$ cat src/rtl/core/bilinear_fit_gradient_accumulator_assert.svh
// Assertion macros for the bilinear fit gradient accumulator
`ifndef BILINEAR_FIT_GRADIENT_ACCUMULATOR_ASSERT_SVH
`define BILINEAR_FIT_GRADIENT_ACCUMULATOR_ASSERT_SVH
// implication checked on every rising clock edge outside reset
`define BFG_ASSERT_IMP(label, ante, cons) \
	label: assert property (@(posedge clk) disable iff (!arst_n) (ante) |-> (cons)) \
	else $error("assertion failed");
// next-cycle implication
`define BFG_ASSERT_NEXT(label, ante, cons) \
	label: assert property (@(posedge clk) disable iff (!arst_n) (ante) |=> (cons)) \
	else $error("assertion failed");
`endif

$ cat src/rtl/core/bfga_pkg.sv
package bfga_pkg;
	localparam int PIX_W  = 8;
	localparam int CORN_W = 16;
	localparam int DIM_W  = 13;
	localparam int INV_W  = 17;
	localparam int OUT_W  = 26;
	localparam int SUM_W  = 52;

	// register indexes
	localparam logic [2:0] REG_TL = 3'd0;
	localparam logic [2:0] REG_TR = 3'd1;
	localparam logic [2:0] REG_BL = 3'd2;
	localparam logic [2:0] REG_BR = 3'd3;
	localparam logic [2:0] REG_W  = 3'd4;
	localparam logic [2:0] REG_H  = 3'd5;
	localparam logic [2:0] REG_IW = 3'd6;
	localparam logic [2:0] REG_IH = 3'd7;

	// controller states
	typedef enum logic [4:0] {
		ST_IDLE  = 5'b00001,
		ST_WGT   = 5'b00010,
		ST_ACC   = 5'b00100,
		ST_FIN   = 5'b01000,
		ST_OUT   = 5'b10000
	} state_t;

	// commands from controller to datapath
	typedef struct packed {
		logic load;     // capture pixel, form weights
		logic model;    // form corner products
		logic err;      // form model value and error
		logic acc;      // accumulate terms, advance counters
		logic fin_start; // start end-of-frame scaling
	} cmd_t;

	// status from datapath to controller
	typedef struct packed {
		logic frame_end;
		logic fin_done;
	} sts_t;
endpackage

$ cat src/rtl/core/bfga_ctrl.sv
module bfga_ctrl (
	input  logic          clk,
	input  logic          arst_n,
	input  logic          in_valid,
	output logic          in_stall,
	output logic          out_valid,
	input  logic          out_stall,
	output bfga_pkg::cmd_t cmd,
	input  bfga_pkg::sts_t sts
);
	import bfga_pkg::*;
	`include "bilinear_fit_gradient_accumulator_assert.svh"

	state_t state_q;
	// step flag within ST_WGT: low for corner products, high for model error
	logic   mdl_q;

	assign in_stall  = (state_q != ST_IDLE);
	assign out_valid = (state_q == ST_OUT);

	always_comb begin
		cmd = '0;
		cmd.load      = (state_q == ST_IDLE) && in_valid;
		cmd.model     = (state_q == ST_WGT) && !mdl_q;
		cmd.err       = (state_q == ST_WGT) && mdl_q;
		cmd.acc       = (state_q == ST_ACC);
		cmd.fin_start = (state_q == ST_ACC) && sts.frame_end;
	end

	// advance the sequence for one pixel and the end-of-frame output
	always_ff @(posedge clk or negedge arst_n) begin
		if (!arst_n) begin
			state_q <= ST_IDLE;
			mdl_q   <= 1'b0;
		end else begin
			unique case (state_q)
				ST_IDLE: begin
					if (in_valid) state_q <= ST_WGT;
					mdl_q <= 1'b0;
				end
				ST_WGT: begin
					if (mdl_q) state_q <= ST_ACC;
					mdl_q <= 1'b1;
				end
				ST_ACC: begin
					state_q <= sts.frame_end ? ST_FIN : ST_IDLE;
				end
				ST_FIN: begin
					if (sts.fin_done) state_q <= ST_OUT;
				end
				ST_OUT: begin
					if (!out_stall) state_q <= ST_IDLE;
				end
				default: state_q <= ST_IDLE;
			endcase
		end
	end

	`BFG_ASSERT_IMP(a_onehot, 1'b1, $onehot(state_q))
	`BFG_ASSERT_NEXT(a_load_wgt, cmd.load, state_q == ST_WGT)
	`BFG_ASSERT_IMP(a_no_acc_out, out_valid, !cmd.acc)
endmodule

$ cat config.mk
export PLATFORM = sky130hd
export DESIGN_NAME = bfga_ctrl
export DESIGN_NICKNAME = d
export VERILOG_FILES = /design/src/rtl/core/bfga_pkg.sv /design/src/rtl/core/bfga_ctrl.sv
export VERILOG_INCLUDE_DIRS = /design/src /design/src/rtl/core
export SDC_FILE = /design/constraint.sdc
export NUM_CORES = 1
export LEC_CHECK = 0
export ABC_AREA = 0
export BUFFER_PORTS_ARGS = -buffer_cell sky130_fd_sc_hd__buf_2
export CORE_AREA = 2 2 39 41
export CTS_CLUSTER_DIAMETER = 80
export DETAILED_ROUTE_END_ITERATION = 8
export DIE_AREA = 0 0 41 43
export PLACE_DENSITY_LB_ADDON = 0.25
export SETUP_SLACK_MARGIN = 0.5
export SLEW_MARGIN = 15
export SYNTH_ARGS = -nofsm -noshare
export SYNTH_HDL_FRONTEND = slang
export SYNTH_SLANG_ARGS = --single-unit
$ cat constraint.sdc
create_clock -name clk -period 2.45 [get_ports clk]
set_input_delay 0 -clock clk [delete_from_list [all_inputs] [get_ports clk]]
set_output_delay 0 -clock clk [all_outputs]
set_load 0.1 [all_outputs]
# Word level (Yosys, flattened, before mapping)
# Index checks and enable logic that the tools add are counted.
# word_totals
output_inout_bits,7
input_bits,6
ff_bits,6
# classes
n_mux,7
n_reduce_logical,7
n_eq_ne,10
# op_table
op,n
5-bit case mux with 5 select lines,1
5-bit 2-to-1 mux,4
2-bit != test (second input constant),4
5-bit by 1-bit equality test with 1-bit output (second input constant),1
5-bit by 2-bit equality test with 1-bit output (second input constant),1
5-bit by 3-bit equality test with 1-bit output (second input constant),1
5-bit by 4-bit equality test with 1-bit output (second input constant),1
5-bit equality test (second input constant),1
5-bit by 1-bit != test with 1-bit output (second input constant),1
1-bit logical AND,4
4-bit 2-to-1 mux,1
4-bit AND reduction,1
1-bit case mux with 2 select lines,1
2-bit nonzero test,1
1-bit logical NOT,1

# Depth between registers and ports, before layout
# Gate-level depths: netlist of run 1.
# logic_depth
ltp_word,3
mapped_depth,4

# Worst setup path before layout of run 1
# Ideal clock, no wire load.
# synth_path
path_type,register -> output
from,reg state_q[1]
to,out out_valid
arrival_time_ns,3.131
stages_incl_launch_ff,4
required_time_ns,2.450
setup_slack_ns,-0.681
n_path_buf,1
path_cell_list,dfrtp_1 buf_4 or3_1 nor3b_1
# synth_via
elab_chain_cells,1
# synth_lines
element,line_no,text
"start, declared",bfga_ctrl.sv:14,state_t state_q;
"start signal, assigned",bfga_ctrl.sv:46,state_q <= sts.frame_end ? ST_FIN : ST_IDLE;
5-bit equality test,bfga_ctrl.sv:19,assign out_valid = (state_q == ST_OUT);
"end, declared",bfga_ctrl.sv:6,"output logic out_valid,"
# Every way passes these cells.

# Final worst setup path of run 1
# layout_path
from,reg state_q[4]
to,out in_stall
# layout_via
elab_chain_cells,1
# layout_lines
element,line_no,text
5-bit by 1-bit != test with 1-bit output,bfga_ctrl.sv:18,assign in_stall = (state_q != ST_IDLE);
"end, declared",bfga_ctrl.sv:5,"output logic in_stall,"
# Every way passes these cells.

==> flow_summary.toml, run 1 <==
[drt]
route.detailed.drc = 0
via_per_inst = 4.938
drt_iter0_drc = 9
wl_um = 967
drt-pass1-iter-count = 3
wire_per_inst_um = 12.09
ant_nets = 0
vias = 395

[sta]
fin_skew_ns = 0.006449
worst_pin_slew_ns = 0.4850
finalSetupViolCount = 0
period_share_pct = 76.34
hold_viol = 0
fin_hold_ws_ns = 0.04712
timing.slew.headroom_pct = 67.89
tns_ns = 0
slew_violations = 0
max_freq_ghz = 0.5346
setup_ws_ns = 0.5796
rsz0062_at_grt = "no"
period_needed_ns = 1.870

[synth]
ys_seq_elements = 6
synth_commonest_cells = "7 x nor2_1, 5 x dfrtp_1, 3 x nand3b_1"
synth_top_area_share_pct = 30.49
ys_warn_count = 0
avgSynthCellArea_um2 = 8.732
synth_nets = 53
yosysTopAreaCell = "dfrtp_1"
synth_most_common_cell = "nor2_1"
yosysSeqAreaShare_pct = 36.89
synth-edff-count = 0
async_flop_share_pct = 100.0
yosys-top-cells-area = "dfrtp_1 30%, dfstp_2 6.4%, nor2_1 6.4%, nand3b_1 5.5%, a2111oi_0 4.3%"
synthCells = 47
syn-cell-area_um2 = 410.4
synth-main-ff-cell = "dfrtp_1"
synth_cell_types = 26

[floorplanning]
die-area_um2 = 1763
row_count = 14
coreArea_um2 = 1384
start_util_pct = 29.66
fp.dieH_um = 43
io_pins = 13
fp.dieW_um = 41

[global_routing]
grtUsageTotal_pct = 12.54
grt-ovfl-total = 0
antenna_found_initial = 0
grt_pass1_vias = 325
grt_max_degree = 13
grt_pass1_wl_um = 1435

[setup_path]
worst_setup_path_endpoint = "in_stall"
worstPathArrival_ns = 1.87
r2r_slack_ns = 0.87
reg2regPathDepth = 3
r2r_end = "state_q[0]"
cp_max_fo = 9
rr_startpoint = "state_q[1]"
cp-end-kind = "output port"
crit_type = "reg2out"
cp.required_ns = 2.45
crit_path_start = "state_q[4]"
start_kind = "flop"

[worst_hold_path]
hold_depth = 3
hold_path.class = "in2reg"
min-delay-start = "out_stall"

[final_layout]
drive_above_1_share_pct = 45.31
antenna_cells = 0
fin_area_um2 = 570.5
postLayoutCoreUtil_pct = 41.23
area.growth.synth_to_final_pct = 39.02
final_nets = 71

[clock_network]
cts.clk_slew.worst_paths_ns = 0.05
insertion_delay_ns = 0.25
h-tree-depth = 1
cts-buffers-inserted = 3
cts-root-buf = "clkbuf_4"
cts_tree = "built"
cts_sinks = 6
clockBufferDepth = 2

[placement]
gp_congestion = 0.7460
dp_hpwl_um = 637.7
dpl_cell_area_um2 = 483.0
pre_cts_ws_ns = 0.6182
portBuffers = 12

[power_and_ir_drop]
power_density_nw_per_um2 = 1214
power_leakage_uw = 0.0002617
peakVddDrop_mv = 0.7838

[run_status]
status = "finished, final reports clean"

[flow_run]
maxCapViolCount = 0
## cell type report
| cell class | instances | area, um^2 |
|---|---|---|
| fillers | 154 | 813.3 |
| multi-input cells | 35 | 250.2 |
| flip-flops and latches | 6 | 153.9 |
| repair buffers | 17 | 112.6 |
| clock buffers | 4 | 26.28 |
| well taps | 16 | 20.02 |
| inverters | 2 | 7.507 |
## placed cells by master, fill, tap and decap left out, types with 2 or more instances in the layout
cell / n
buf_2: 11
nor2_1: 5
nand3b_1: 3
clkbuf_4: 3
dfrtp_1: 3
buf_4: 3
inv_1: 2
nand2_1: 2
and3_1: 2
a21oi_1: 2
a2111oi_0: 2
dlygate4sd3_1: 2
dfrtp_2: 2
## layer usage
layer / vias to the layer above / global-route usage (%) / share of wire (%)
met1: 179 / 16.45 / 48
met5: - / 0 / 0
met4: 0 / 2.000 / 0
met3: 0 / 9.424 / 6.1
li1: 204 / - / -
met2: 12 / 16.56 / 46
## through the flow
step | total power [uW] | instances
finish | 692.5 | 80
global route | 737.2 | 80
CTS | 654.2 | 77
detailed placement | 535.4 | 71
global placement | 535.1 | 71
floorplan | 497.0 | 47
## sequential cells by signal, indices dropped and copies added (netlist names)
name,cells
mdl_q,1
state_q,5
## where the power goes
| group | internal (uW) | switching [uW] | total (uW) |
|---|---|---|---|
| sequential | 129 | 45.3 | 174 |
| clock | 61.9 | 39.7 | 102 |
| combinational | 146 | 270 | 417 |
| total | 337 | 355 | 692 |
## kinds of logic (layout without fill, tap and decap cells)
kind of cell | Yosys count | count (layout) | share of synthesized area [%]
buf+inv | 6 | 23 | 7.927
compound gates | 8 | 8 | 14.03
flops | 6 | 6 | 36.89
simple gates | 27 | 27 | 41.16
## worst max-delay path, cell delays in order (launching register included)
cell and delay [ns]:
dfrtp_1 0.47, or4b_1 0.59, or2_4 0.27, buf_2 0.30
## how the worst min path moves through the flow
stage                 end  slack [ns]
2_1_floorplan       mdl_q       -0.30
3_3_place_gp   state_q[4]       -0.17
3_5_place_dp   state_q[4]       -0.17
4_1_cts        state_q[4]        0.04
5_1_grt        state_q[4]        0.03
6_report       state_q[4]        0.05
## repair_timing
action                                  CTS  global route
resized for setup                         2             4
buffers inserted                          0             3
hold buffers                              2             0
endpoints found under the setup margin    1             4
hold endpoints to repair                  7             0
(Power assumes the default switching activity.)
==> run 2, diff against run 1 <==
--- a/config.mk
+++ b/config.mk
@@ -6,7 +6,7 @@
 export SDC_FILE = /design/constraint.sdc
 export NUM_CORES = 1
 export LEC_CHECK = 0
-export ABC_AREA = 0
+export ABC_AREA = 1
 export BUFFER_PORTS_ARGS = -buffer_cell sky130_fd_sc_hd__buf_2
 export CORE_AREA = 2 2 39 41
 export CTS_CLUSTER_DIAMETER = 80
==> constraint.sdc (replaced) <==
create_clock -name clk -period 1.89 [get_ports clk]
set_input_delay 0 -clock clk [delete_from_list [all_inputs] [get_ports clk]]
set_output_delay 0 -clock clk [all_outputs]
set_load 0.1 [all_outputs]
==> run 2 against run 1 <==
  * Final area increased by 16%
  * Highest routed layer is now met4
  * Final cell count up 10%
  * Total power increased by 45%
  * Wire length is 5.8% lower
  * Worst setup slack worse by 0.065 ns
  * Via count grew 0.25%
  * Hold slack lost 0.0029 ns
  * Global-route usage increased by 0.58 points
  * Sequential share of layout area shrank 3.6 points
  * Sequential cell count did not move
  * Die area unchanged
  * First-iteration DRC count down 78%
  * Critical endpoint is now cmd[1]
==> flow_summary.toml, run 2 <==
[setup_path]
r2r_slack_ns = 0.57
path_cells = "nor2_4 > inv_2 > nor2_4 > nand2_4 > clkinv_4 > buf_12"
rr_startpoint = "state_q[0]"
crit_type = "reg2out"
cp-end-kind = "output port"
cp.required_ns = 1.89
cp_top_family = "flip-flops"
start_kind = "flop"
cp_max_fo = 4
crit_top_cell = "nor2_4"
worstPathArrival_ns = 1.38
r2r_end = "state_q[4]"
reg2regPathDepth = 7
cp_num_buf_inv = 3
worst_setup_path_endpoint = "cmd[1]"
cp_slowest_cell = "dfstp_2"
slowest_delay_ns = 0.60
crit_path_start = "state_q[0]"
worst-path-stages = 6

[clock_network]
cts-root-buf = "clkbuf_4"
clockBufferDepth = 2
cts.clk_slew.worst_paths_ns = 0.05
h-tree-depth = 1
cts_tree = "built"
cts-buffers-inserted = 3
cts_sinks = 6
insertion_delay_ns = 0.25

[sta]
max_freq_ghz = 0.7268
slew_violations = 0
fin_skew_ns = 0.003667
finalSetupViolCount = 0
worst_pin_slew_ns = 0.3004
timing.slew.headroom_pct = 80.09
fin_hold_ws_ns = 0.04423
rsz0062_at_grt = "yes"
period_share_pct = 72.80
period_needed_ns = 1.376
hold_viol = 0
tns_ns = 0

[synth]
synth_top_area_share_pct = 32.68
async_flop_share_pct = 100.0
synthCells = 54
yosysSeqAreaShare_pct = 39.54
syn-cell-area_um2 = 382.9
synth-main-ff-cell = "dfrtp_1"
ys_warn_count = 0
synth_cell_types = 14
synth_most_common_cell = "nand2_1"
synth-edff-count = 0
synth_nets = 60
avgSynthCellArea_um2 = 7.090
synth_commonest_cells = "11 x nand2_1, 10 x inv_1, 9 x nor2_1, 5 x dfrtp_1"
yosysTopAreaCell = "dfrtp_1"
ys_seq_elements = 6
yosys-top-cells-area = "dfrtp_1 33%, nand2_1 11%, inv_1 9.8%, nor2_1 8.8%, dfstp_2 6.9%"

[final_layout]
fillers = 145
regArea_um2 = 153.9
multi_input_area_um2 = 244.0
drive_above_1_share_pct = 50.00
area.growth.synth_to_final_pct = 72.22
reg.largest.list = "state_q (5), mdl_q (1)"
regMostFlops = "state_q"
mostFrequentLayoutCells = "11 x nand2_1, 9 x inv_1, 6 x nor2_4, 5 x buf_2, 5 x buf_12"
largest_reg_flops = 5
final_common_cell = "nand2_1"
fin_area_um2 = 659.4
antenna_cells = 0
final_nets = 79

[drt]
route.detailed.drc = 0
wire_per_inst_um = 10.35
drt_iter0_drc = 2
drt-pass1-iter-count = 2
wl_um = 911
via_per_inst = 4.500
vias = 396
ant_nets = 0

[power_and_ir_drop]
power_leakage_uw = 0.0003271
power_density_nw_per_um2 = 1521
peakVddDrop_mv = 0.9139

[global_routing]
grt_pass1_vias = 361
antenna_found_initial = 0
grt-ovfl-total = 0
grt_pass1_wl_um = 1483
grtUsageTotal_pct = 13.12
grt_max_degree = 7

[placement]
dp_hpwl_um = 711
portBuffers = 12
gp_congestion = 0.7786
dpl_cell_area_um2 = 511.7

[floorplanning]
die-area_um2 = 1763
fp.dieH_um = 43
row_count = 14
io_pins = 13
start_util_pct = 27.67
fp.dieW_um = 41
coreArea_um2 = 1384

[worst_hold_path]
min-delay-start = "out_stall"
hold_path.class = "in2reg"

[run_status]
status = "finished, final reports clean"

[flow_run]
maxCapViolCount = 0
==> run 2: stage by stage <==
| stage | util (%) | cells | total power (uW) | worst slack, ns |
|---|---|---|---|---|
| floorplan | - | 54 | 674.8 | 0.3078 |
| global placement | 36.98 | 82 | 757.9 | 0.5201 |
| detailed placement | 36.98 | 82 | 758.3 | 0.5357 |
| CTS | 43.40 | 88 | 956.0 | 0.4065 |
| global route | 47.65 | 88 | 1072 | 0.4579 |
| finish | 47.65 | 88 | 1003 | 0.5141 |
==> run 2: report_power, final <==
group	switching, uW	internal [uW]	total, uW	leakage (uW)
registers	47.4	172	219	0.0000748
clock network	53.6	80.5	134	0.0000150
logic	452	197	650	0.000237
total	553	450	1000	0.000327
==> run 2: cell families (layout without fill, tap and decap cells) <==
family / count (synthesis) / count (layout) / share of synthesized area (%)
buf+inv: 13 / 31 / 13.07
simple gates: 31 / 31 / 42.16
flops: 6 / 6 / 39.54
compound gates: 4 / 4 / 5.229
==> run 2: cell type report <==
cell class | count | area share, %
Sequential cell | 6 | 23.34
Clock buffer | 4 | 3.985
Timing Repair Buffer | 14 | 24.48
Inverter | 13 | 8.159
Tap cell | 16 | 3.036
Multi-Input combinational cell | 35 | 37.00
==> run 2: how the worst min path moves through the flow <==
stage / endpoint / cells after the start
6_report: state_q[4] / 3
5_1_grt: state_q[4] / 3
4_1_cts: state_q[4] / 3
3_5_place_dp: mdl_q / 1
3_3_place_gp: mdl_q / 1
2_1_floorplan: mdl_q / 0
==> run 2: metal layers <==
metal,global-route usage [%],vias up,wire length [um]
li1,-,204,-
met5,0,-,0
met4,10.00,0,25
met2,18.13,8,447
met1,16.67,180,413
met3,3.141,4,25
==> run 2: worst min-delay path: stages <==
cell,delay (ns)
buf_2,0.10
nand4_1,0.10
nand2_1,0.06
==> run 2: what timing repair did <==
item	4_1_cts	5_1_grt
setup buffers	1	0
gates resized for setup	14	17
hold buffers	1	0
pin swaps	2	3
hold endpoints to repair	6	0
endpoints found under the setup margin	6	7
